<file path="config.mk">
export PLATFORM = sky130hd
export DESIGN_NAME = quad_spi_nibble_decoder_flat
export DESIGN_NICKNAME = d
export VERILOG_FILES = /design/src/qspind_pkg.sv /design/src/qspind_if.sv /design/src/quad_spi_nibble_decoder.sv /design/src/qspind_core.sv /design/src/qspind_out_buf.sv /design/src/flat_wrapper.sv
export SDC_FILE = /design/constraint.sdc
export NUM_CORES = 1
export LEC_CHECK = 0
export BUFFER_PORTS_ARGS = -buffer_cell sky130_fd_sc_hd__buf_4
export CAP_MARGIN = 20
export CORE_MARGIN = 5
export CORE_UTILIZATION = 37
export CTS_BUF_LIST = sky130_fd_sc_hd__clkbuf_16
export CTS_CLUSTER_DIAMETER = 50
export DETAILED_ROUTE_END_ITERATION = 10
export MAX_ROUTING_LAYER = met4
export PLACE_DENSITY_LB_ADDON = 0.2
export SLEW_MARGIN = 20
export SYNTH_ARGS = -nofsm -noshare
export SYNTH_HDL_FRONTEND = slang
export SYNTH_HIERARCHICAL = 1
export SYNTH_SLANG_ARGS = --single-unit
</file>
<file path="constraint.sdc">
create_clock -name clock -period 6.1 [get_ports clock]
set_input_delay 0.915 -clock clock [delete_from_list [all_inputs] [get_ports clock]]
set_output_delay 0.915 -clock clock [all_outputs]
set_load 0.02 [all_outputs]
</file>
<file path="src/qspind_pkg.sv">
// ----------------------------------------------------------------------------
// Quad SPI nibble decoder package
// Shared constants and types for the decoder core, result buffer and top.
// ----------------------------------------------------------------------------
package qspind_pkg;

   localparam int TIME_BITS_DEF = 48;

   // symbol codes on the result channel
   localparam logic [1:0] KIND_SELECT   = 2'd0;
   localparam logic [1:0] KIND_DATA     = 2'd1;
   localparam logic [1:0] KIND_DESELECT = 2'd2;

   // load request from the core to the result buffer
   typedef struct packed {
      logic load;   // this sample produces at least one result
      logic pair;   // this sample produces two results
   } rsp_ctl_type;

endpackage

</file>
<file path="src/qspind_if.sv">
// ----------------------------------------------------------------------------
// Quad SPI nibble decoder channel interfaces
// Sample channel and symbol channel, valid/ready with payload.
// ----------------------------------------------------------------------------
interface qspind_req_if #(
   parameter int TIME_BITS = qspind_pkg::TIME_BITS_DEF
) ();
   logic                 valid;
   logic                 ready;
   logic [TIME_BITS-1:0] sample_time;
   logic                 chip_select_n;
   logic                 clock_level;
   logic [3:0]           dq_nibble;

   modport source (output valid, sample_time, chip_select_n, clock_level, dq_nibble,
                   input ready);
   modport sink (input valid, sample_time, chip_select_n, clock_level, dq_nibble,
                 output ready);
endinterface

interface qspind_rsp_if #(
   parameter int TIME_BITS = qspind_pkg::TIME_BITS_DEF
) ();
   logic                        valid;
   logic                        ready;
   logic [1:0]                  symbol_kind;
   logic [7:0]                  data_byte;
   logic [TIME_BITS-1:0]        start_time;
   logic signed [TIME_BITS-1:0] duration;
   logic                        last_of_run;

   modport source (output valid, symbol_kind, data_byte, start_time, duration,
                   last_of_run, input ready);
   modport sink (input valid, symbol_kind, data_byte, start_time, duration,
                 last_of_run, output ready);
endinterface

</file>
<file path="src/quad_spi_nibble_decoder.sv">
// A sample waits in the sample register until the result buffer can load it.
// Throughput: one sample per cycle while the buffer can load; a sample that yields two
// words (deselect with clock low) holds both result slots until both words are taken.
// Reset: synchronous, active high; returns to waiting for deselect and empties all stages.
// ----------------------------------------------------------------------------
// Quad SPI nibble decoder
// Sample register, decoder core and result buffer for a quad SPI bus stream.
// ----------------------------------------------------------------------------
module quad_spi_nibble_decoder #(
   parameter int TIME_BITS = qspind_pkg::TIME_BITS_DEF
) (
   input  logic         clock,
   input  logic         reset,
   qspind_req_if.sink   req_chan,
   qspind_rsp_if.source rsp_chan
);

   logic                    in_valid_ff;
   logic [TIME_BITS-1:0]    time_ff;
   logic                    cs_n_ff;
   logic                    clk_ff;
   logic [3:0]              dq_ff;
   logic                    can_load;
   logic                    fire;
   logic                    take;
   qspind_pkg::rsp_ctl_type ctl;
   logic [1:0]              r0_kind;
   logic [7:0]              r0_byte;
   logic [TIME_BITS-1:0]    r0_start;
   logic [TIME_BITS-1:0]    r0_len;
   logic [1:0]              r1_kind;
   logic [TIME_BITS-1:0]    r1_start;
   logic [TIME_BITS-1:0]    r1_len;

   assign fire           = in_valid_ff && can_load;
   assign req_chan.ready = !in_valid_ff || can_load;
   assign take           = req_chan.valid && req_chan.ready;

   always_ff @(posedge clock) begin
      if (reset) begin
         in_valid_ff <= 1'b0;
      end else if (take || fire) begin
         in_valid_ff <= take;
      end
   end

   always_ff @(posedge clock) begin
      if (take) begin
         time_ff <= req_chan.sample_time;
         cs_n_ff <= req_chan.chip_select_n;
         clk_ff  <= req_chan.clock_level;
         dq_ff   <= req_chan.dq_nibble;
      end
   end

   qspind_core #(
      .TIME_BITS (TIME_BITS)
   ) u_core (
      .clock         (clock),
      .reset         (reset),
      .fire          (fire),
      .sample_time   (time_ff),
      .chip_select_n (cs_n_ff),
      .clock_level   (clk_ff),
      .dq_nibble     (dq_ff),
      .ctl           (ctl),
      .r0_kind       (r0_kind),
      .r0_byte       (r0_byte),
      .r0_start      (r0_start),
      .r0_len        (r0_len),
      .r1_kind       (r1_kind),
      .r1_start      (r1_start),
      .r1_len        (r1_len)
   );

   qspind_out_buf #(
      .TIME_BITS (TIME_BITS)
   ) u_out_buf (
      .clock    (clock),
      .reset    (reset),
      .fire     (fire),
      .ctl      (ctl),
      .r0_kind  (r0_kind),
      .r0_byte  (r0_byte),
      .r0_start (r0_start),
      .r0_len   (r0_len),
      .r1_kind  (r1_kind),
      .r1_start (r1_start),
      .r1_len   (r1_len),
      .can_load (can_load),
      .rsp_chan (rsp_chan)
   );

endmodule

</file>
<file path="src/qspind_core.sv">
// ----------------------------------------------------------------------------
// Quad SPI nibble decoder core
// Bus state, nibble assembly and symbol generation for one sample.
// ----------------------------------------------------------------------------
module qspind_core #(
   parameter int TIME_BITS = qspind_pkg::TIME_BITS_DEF
) (
   input  logic                         clock,
   input  logic                         reset,
   input  logic                         fire,
   input  logic [TIME_BITS-1:0]         sample_time,
   input  logic                         chip_select_n,
   input  logic                         clock_level,
   input  logic [3:0]                   dq_nibble,
   output qspind_pkg::rsp_ctl_type      ctl,
   output logic [1:0]                   r0_kind,
   output logic [7:0]                   r0_byte,
   output logic [TIME_BITS-1:0]         r0_start,
   output logic [TIME_BITS-1:0]         r0_len,
   output logic [1:0]                   r1_kind,
   output logic [TIME_BITS-1:0]         r1_start,
   output logic [TIME_BITS-1:0]         r1_len
);

   localparam logic [1:0] PH_IDLE  = 2'd0;
   localparam logic [1:0] PH_DESEL = 2'd1;
   localparam logic [1:0] PH_CLKLO = 2'd2;
   localparam logic [1:0] PH_CLKHI = 2'd3;

   logic [1:0]           phase_ff, phase_in;
   logic                 expect_hi_ff, expect_hi_in;
   logic                 first_ff, first_in;
   logic [7:0]           byte_ff, byte_in;
   logic [TIME_BITS-1:0] sym_start_ff, sym_start_in;
   logic [TIME_BITS-1:0] prev_len_ff, prev_len_in;

   logic [TIME_BITS-1:0] len_now;
   logic [TIME_BITS-1:0] flush_end;

   assign len_now   = sample_time - sym_start_ff;
   assign flush_end = sym_start_ff + prev_len_ff;

   always_comb begin
      phase_in     = phase_ff;
      expect_hi_in = expect_hi_ff;
      first_in     = first_ff;
      byte_in      = byte_ff;
      sym_start_in = sym_start_ff;
      prev_len_in  = prev_len_ff;
      ctl          = '0;
      r0_kind      = qspind_pkg::KIND_DATA;
      r0_byte      = byte_ff;
      r0_start     = sym_start_ff;
      r0_len       = len_now;
      r1_kind      = qspind_pkg::KIND_DESELECT;
      r1_start     = flush_end;
      r1_len       = sample_time - flush_end;
      case (phase_ff)
         PH_IDLE: begin
            if (chip_select_n) begin
               phase_in = PH_DESEL;
            end
         end
         PH_DESEL: begin
            if (!chip_select_n) begin
               phase_in     = PH_CLKLO;
               byte_in      = '0;
               expect_hi_in = 1'b1;
               sym_start_in = sample_time;
               first_in     = 1'b1;
            end
         end
         PH_CLKLO: begin
            if (clock_level) begin
               phase_in     = PH_CLKHI;
               expect_hi_in = !expect_hi_ff;
               if (expect_hi_ff) begin
                  ctl.load = 1'b1;
                  if (first_ff) begin
                     r0_kind = qspind_pkg::KIND_SELECT;
                     r0_byte = '0;
                  end else begin
                     prev_len_in = len_now;
                  end
                  byte_in      = {dq_nibble, 4'h0};
                  sym_start_in = sample_time;
                  first_in     = 1'b0;
               end else begin
                  byte_in = byte_ff | {4'h0, dq_nibble};
               end
            end else if (chip_select_n) begin
               // flush the byte in progress with the last byte's length
               ctl.load     = 1'b1;
               ctl.pair     = 1'b1;
               r0_len       = prev_len_ff;
               sym_start_in = sample_time;
               phase_in     = PH_DESEL;
            end
         end
         default: begin
            if (!clock_level) begin
               phase_in = PH_CLKLO;
            end else if (chip_select_n) begin
               ctl.load     = 1'b1;
               r0_kind      = qspind_pkg::KIND_DESELECT;
               r0_byte      = '0;
               sym_start_in = sample_time;
               phase_in     = PH_DESEL;
            end
         end
      endcase
   end

   always_ff @(posedge clock) begin
      if (reset) begin
         phase_ff     <= PH_IDLE;
         expect_hi_ff <= 1'b1;
         first_ff     <= 1'b0;
         byte_ff      <= '0;
         sym_start_ff <= '0;
         prev_len_ff  <= '0;
      end else if (fire) begin
         phase_ff     <= phase_in;
         expect_hi_ff <= expect_hi_in;
         first_ff     <= first_in;
         byte_ff      <= byte_in;
         sym_start_ff <= sym_start_in;
         prev_len_ff  <= prev_len_in;
      end
   end

endmodule

</file>
<file path="src/qspind_out_buf.sv">
// ----------------------------------------------------------------------------
// Quad SPI nibble decoder result buffer
// Two-slot result register feeding the symbol channel in order.
// ----------------------------------------------------------------------------
module qspind_out_buf #(
   parameter int TIME_BITS = qspind_pkg::TIME_BITS_DEF
) (
   input  logic                    clock,
   input  logic                    reset,
   input  logic                    fire,
   input  qspind_pkg::rsp_ctl_type ctl,
   input  logic [1:0]              r0_kind,
   input  logic [7:0]              r0_byte,
   input  logic [TIME_BITS-1:0]    r0_start,
   input  logic [TIME_BITS-1:0]    r0_len,
   input  logic [1:0]              r1_kind,
   input  logic [TIME_BITS-1:0]    r1_start,
   input  logic [TIME_BITS-1:0]    r1_len,
   output logic                    can_load,
   qspind_rsp_if.source            rsp_chan
);

   logic [1:0]           cnt_ff, cnt_in;
   logic [1:0]           kind0_ff, kind0_in;
   logic [7:0]           byte0_ff, byte0_in;
   logic [TIME_BITS-1:0] start0_ff, start0_in;
   logic [TIME_BITS-1:0] len0_ff, len0_in;
   logic                 last0_ff, last0_in;
   logic [1:0]           kind1_ff;
   logic [TIME_BITS-1:0] start1_ff;
   logic [TIME_BITS-1:0] len1_ff;
   logic                 pop;
   logic                 load;

   assign pop      = rsp_chan.valid && rsp_chan.ready;
   assign can_load = (cnt_ff == 2'd0) || ((cnt_ff == 2'd1) && rsp_chan.ready);
   assign load     = fire && ctl.load;

   always_comb begin
      cnt_in    = cnt_ff;
      kind0_in  = kind0_ff;
      byte0_in  = byte0_ff;
      start0_in = start0_ff;
      len0_in   = len0_ff;
      last0_in  = last0_ff;
      if (load) begin
         cnt_in    = ctl.pair ? 2'd2 : 2'd1;
         kind0_in  = r0_kind;
         byte0_in  = r0_byte;
         start0_in = r0_start;
         len0_in   = r0_len;
         last0_in  = !ctl.pair;
      end else if (pop) begin
         // advance the second word into the head slot
         cnt_in    = cnt_ff - 2'd1;
         kind0_in  = kind1_ff;
         byte0_in  = '0;
         start0_in = start1_ff;
         len0_in   = len1_ff;
         last0_in  = 1'b1;
      end
   end

   always_ff @(posedge clock) begin
      if (reset) begin
         cnt_ff <= '0;
      end else begin
         cnt_ff <= cnt_in;
      end
   end

   always_ff @(posedge clock) begin
      kind0_ff  <= kind0_in;
      byte0_ff  <= byte0_in;
      start0_ff <= start0_in;
      len0_ff   <= len0_in;
      last0_ff  <= last0_in;
      if (load) begin
         kind1_ff  <= r1_kind;
         start1_ff <= r1_start;
         len1_ff   <= r1_len;
      end
   end

   assign rsp_chan.valid       = (cnt_ff != 2'd0);
   assign rsp_chan.symbol_kind = kind0_ff;
   assign rsp_chan.data_byte   = byte0_ff;
   assign rsp_chan.start_time  = start0_ff;
   assign rsp_chan.duration    = $signed(len0_ff);
   assign rsp_chan.last_of_run = last0_ff;

endmodule

</file>
<file path="src/flat_wrapper.sv">
// flat-port wrapper written by rule: the top's interface ports become plain ports
module quad_spi_nibble_decoder_flat 
#(
   parameter int TIME_BITS = qspind_pkg::TIME_BITS_DEF
)
  (clock, reset, req_chan_valid, req_chan_sample_time, req_chan_chip_select_n, req_chan_clock_level, req_chan_dq_nibble, req_chan_ready, rsp_chan_valid, rsp_chan_symbol_kind, rsp_chan_data_byte, rsp_chan_start_time, rsp_chan_duration, rsp_chan_last_of_run, rsp_chan_ready);
  qspind_req_if #(.TIME_BITS(TIME_BITS)) req_chan_i ();
  qspind_rsp_if #(.TIME_BITS(TIME_BITS)) rsp_chan_i ();
  input  logic clock;
  input  logic reset;
  input wire logic [$bits(req_chan_i.valid)-1:0] req_chan_valid;
  input wire logic [$bits(req_chan_i.sample_time)-1:0] req_chan_sample_time;
  input wire logic [$bits(req_chan_i.chip_select_n)-1:0] req_chan_chip_select_n;
  input wire logic [$bits(req_chan_i.clock_level)-1:0] req_chan_clock_level;
  input wire logic [$bits(req_chan_i.dq_nibble)-1:0] req_chan_dq_nibble;
  output wire logic [$bits(req_chan_i.ready)-1:0] req_chan_ready;
  output wire logic [$bits(rsp_chan_i.valid)-1:0] rsp_chan_valid;
  output wire logic [$bits(rsp_chan_i.symbol_kind)-1:0] rsp_chan_symbol_kind;
  output wire logic [$bits(rsp_chan_i.data_byte)-1:0] rsp_chan_data_byte;
  output wire logic [$bits(rsp_chan_i.start_time)-1:0] rsp_chan_start_time;
  output wire logic [$bits(rsp_chan_i.duration)-1:0] rsp_chan_duration;
  output wire logic [$bits(rsp_chan_i.last_of_run)-1:0] rsp_chan_last_of_run;
  input wire logic [$bits(rsp_chan_i.ready)-1:0] rsp_chan_ready;
  assign req_chan_i.valid = req_chan_valid;
  assign req_chan_i.sample_time = req_chan_sample_time;
  assign req_chan_i.chip_select_n = req_chan_chip_select_n;
  assign req_chan_i.clock_level = req_chan_clock_level;
  assign req_chan_i.dq_nibble = req_chan_dq_nibble;
  assign req_chan_ready = req_chan_i.ready;
  assign rsp_chan_valid = rsp_chan_i.valid;
  assign rsp_chan_symbol_kind = rsp_chan_i.symbol_kind;
  assign rsp_chan_data_byte = rsp_chan_i.data_byte;
  assign rsp_chan_start_time = rsp_chan_i.start_time;
  assign rsp_chan_duration = rsp_chan_i.duration;
  assign rsp_chan_last_of_run = rsp_chan_i.last_of_run;
  assign rsp_chan_i.ready = rsp_chan_ready;
  quad_spi_nibble_decoder #(.TIME_BITS(TIME_BITS)) u_core (.clock(clock), .reset(reset), .req_chan(req_chan_i), .rsp_chan(rsp_chan_i));
endmodule
</file>
==> run metrics <==
die area 0.0659 sq mm; First DRT Iteration DRCs 1,222; DR vias 17.6k; placed insts 3,164; Synth async-reset ratio 0%; Syn Area/Cell 9.99 sq um; Final ANT Viol Nets 0; initial core utilization 37.3%; first-pass GRT wire length 101,000 microns; FF+latch count, synth 370; register area 0.0100 sq mm; placed wire-length estimate 46,900 microns; GP Congestion 0.914; Worst Tran Pin Value 0.941 ns; Yosys warnings 6; Yosys cell types 117; Mapped Cells 2,254; largest net degree at the start of global routing 87; clock sink count 370; Fin. Hold Viols 0; vias per cell 5.38; CP Launch Type flip-flop; Logic pwr share 13.8%; Max Cap Violations 0; Max-slew headroom 36.9%; total power 0.00697 W; post-route minimum period 5.82 ns; Longest Clk Path Bufs 3; Num CTS Buffers 55; Clk pwr share 44.5%; Flop pwr share 41.7%; Ports 167; share of layout cells above drive strength 1 20.3%; max-slew violations 0; Synth top area share 34.6%; H-tree levels 2; arrival time worst endpoint 6.17 ns; die height 257 microns; Pint 0.00507 W; Post-synth EDFFs 259; Final Cycle Share 95.4%; Area contributors post-synth edfxtp_1, dfxtp_1, ha_1; Root Buffer clkbuf_16; WL final 64,900 microns; min-delay src u_core/u_core/byte_ff[0]; I/O Buffers 166; Worst Hold End u_core/u_core/byte_ff[0]; switching power 0.00190 W; drt wl/cell 19.9 microns; drt pass-1 iters 8; internal reg-to-reg setup slack 0.28 ns; CP max FO 5; DR DRC count 0; Hold WC Path Type reg2reg; multi-input logic area 0.0116 sq mm; most common cell after layout, fill and taps aside nand2_1; Power per Cell Area 262 mW/mm^2; Hold Path Depth 2; Max Clock Skew 0.0303 ns; NumNets Final 2,622; initial antenna violation count 0; reg2reg start u_core/u_core/r0_start[1]; leading area contributor after synthesis edfxtp_1; DIE WIDTH 257 microns; non-filler cells, final 3,270; CTS tree built; Worst-path clk slew 0.06 ns; Worst VDD drop 0.195 mV; sequential area share after synthesis 44.4%; CP Class reg2reg; Req. time, crit path 6.45 ns; Cell Area, Placed 0.0247 sq mm; Mapped Area 0.0225 sq mm; cells on worst reg2reg path 25; crit path capture type flip-flop; Synth Flop Type edfxtp_1; Syn Nets 2,435; final instance area 0.0266 sq mm; most frequent cells in the layout nand2_1, edfxtp_1, buf_4; Area Overhead vs Synth 18.3%; fill count 5,794; Worst-Skew Late Latency 0.61 ns; FF-to-FF End u_core/u_out_buf/len1_ff[46]; Setup TNS 0 ns; vias in the first global route 17.4k; Antenna Cells 0; Switching Fraction 27.2%; status finished, final reports clean; gr ovfl total 0; Leakage Power 10.5 nW; core area 0.0604 sq mm; GRT Resource Usage Total 19.6%; # setup viols final 0; f_max 0.172 GHz; Site Rows 90
[cells in the mapped netlist, types with 51 or more instances]
cell type,count
nor2_1,166
o21ai_0,80
a22oi_1,51
a21oi_1,163
dfxtp_1,111
ha_1,120
edfxtp_1,259
clkbuf_1,58
inv_1,137
xnor2_1,90
mux2_2,89
a21o_1,67
nand2_1,288
[per-layer routing]
layer  vias to the layer above  global-route usage, %  part of all wire (%)
met5                         -                      -                     0
met4                         0                   4.76                   2.0
met3                        86                   2.66                   4.8
met2                       458                   30.4                    45
met1                      8522                   27.4                    48
li1                       8535                      -                     -
[how the worst max path moves through the flow]
stage	slack [ns]	depth (start not counted)	endpoint	startpoint
after global routing	-0.005	28	u_core/u_out_buf/len1_ff[46]	u_core/u_core/prev_len_ff[0]
after detailed placement	0.09	27	u_core/u_out_buf/len1_ff[47]	u_core/u_core/r0_start[1]
after floorplan	0.18	12	u_core/u_out_buf/rsp_chan.data_byte[0]	u_core/u_core/phase_ff[0]
final	0.28	25	u_core/u_out_buf/len1_ff[46]	u_core/u_core/r0_start[1]
after global placement	0.16	29	u_core/u_out_buf/len1_ff[46]	u_core/u_core/prev_len_ff[0]
after CTS	0.05	29	u_core/u_out_buf/len1_ff[46]	u_core/u_core/prev_len_ff[0]
[metrics by stage]
stage	utilization [%]	hold WS, ns	setup WS, ns
after floorplan	-	0.429	0.181
after detailed placement	40.9	0.458	0.0866
after global routing	44.1	0.445	-0.00501
after CTS	43.9	0.431	0.0501
after global placement	40.9	0.460	0.162
final	44.1	0.467	0.280
[worst max-delay path, cell delays in order (launching register included)]
cell	delay [ns]
dfxtp_1	0.31
buf_4	0.15
ha_1	0.28
a21oi_1	0.28
nor2_1	0.12
o21ai_2	0.19
nand2_1	0.10
xnor2_1	0.29
inv_1	0.09
ha_1	0.36
a211oi_1	0.24
nor2_1	0.10
or4_1	0.45
o2111ai_2	0.12
o2111ai_2	0.16
maj3_4	0.38
maj3_4	0.38
a221oi_4	0.32
a2111oi_4	0.10
a211oi_2	0.20
buf_4	0.17
o2bb2ai_4	0.09
a41oi_2	0.24
maj3_2	0.27
or4b_1	0.12
nand3b_1	0.07
[power by group through the flow]
stage	Clock, W	Sequential (W)	Combinational, W
after detailed placement	0	0.00296	0.000953
after global routing	0.00330	0.00292	0.00105
after CTS	0.00320	0.00291	0.000959
final	0.00310	0.00291	0.000961
after floorplan	0	0.00302	0.000540
after global placement	0	0.00296	0.000946
[flip-flops by register name, summed over array words and instances, names as in the netlist, 4 cells and up]
| name | count |
|---|---|
| u_core/dq_ff | 4 |
| u_core/time_ff | 48 |
| u_core/u_core/byte_ff | 8 |
| u_core/u_core/prev_len_ff | 48 |
| u_core/u_core/r0_start | 48 |
| u_core/u_out_buf/len1_ff | 48 |
| u_core/u_out_buf/rsp_chan.data_byte | 8 |
| u_core/u_out_buf/rsp_chan.duration | 48 |
| u_core/u_out_buf/rsp_chan.start_time | 48 |
| u_core/u_out_buf/start1_ff | 48 |
[layout make-up]
type | instances | area share (%)
Inverter | 142 | 2.01
Multi-Input combinational cell | 1657 | 43.7
Sequential cell | 370 | 37.6
Tap cell | 782 | 3.68
Timing Repair Buffer | 215 | 6.19
Clock buffer | 56 | 5.26
Clock inverter | 48 | 1.56
[kinds of logic (layout without fill, tap and decap cells)]
family          after synthesis  in the layout  synth area share [%]
xor+xnor                    144            144                  5.98
compound gates              549            549                  16.7
fa+ha+maj                   156            156                  8.47
mux                         108            108                  5.48
buf+inv                     227            461                  4.37
other cells                   2              2                0.0334
simple gates                698            698                  14.5
flops                       370            370                  44.4
[timing repair]
item,in CTS,in global routing
hold buffers,0,0
gates resized for setup,0,21
endpoints found under the setup margin,0,12
endpoints found under the hold margin,0,0
setup buffers,0,1
Power figures use the tool's default switching activity.
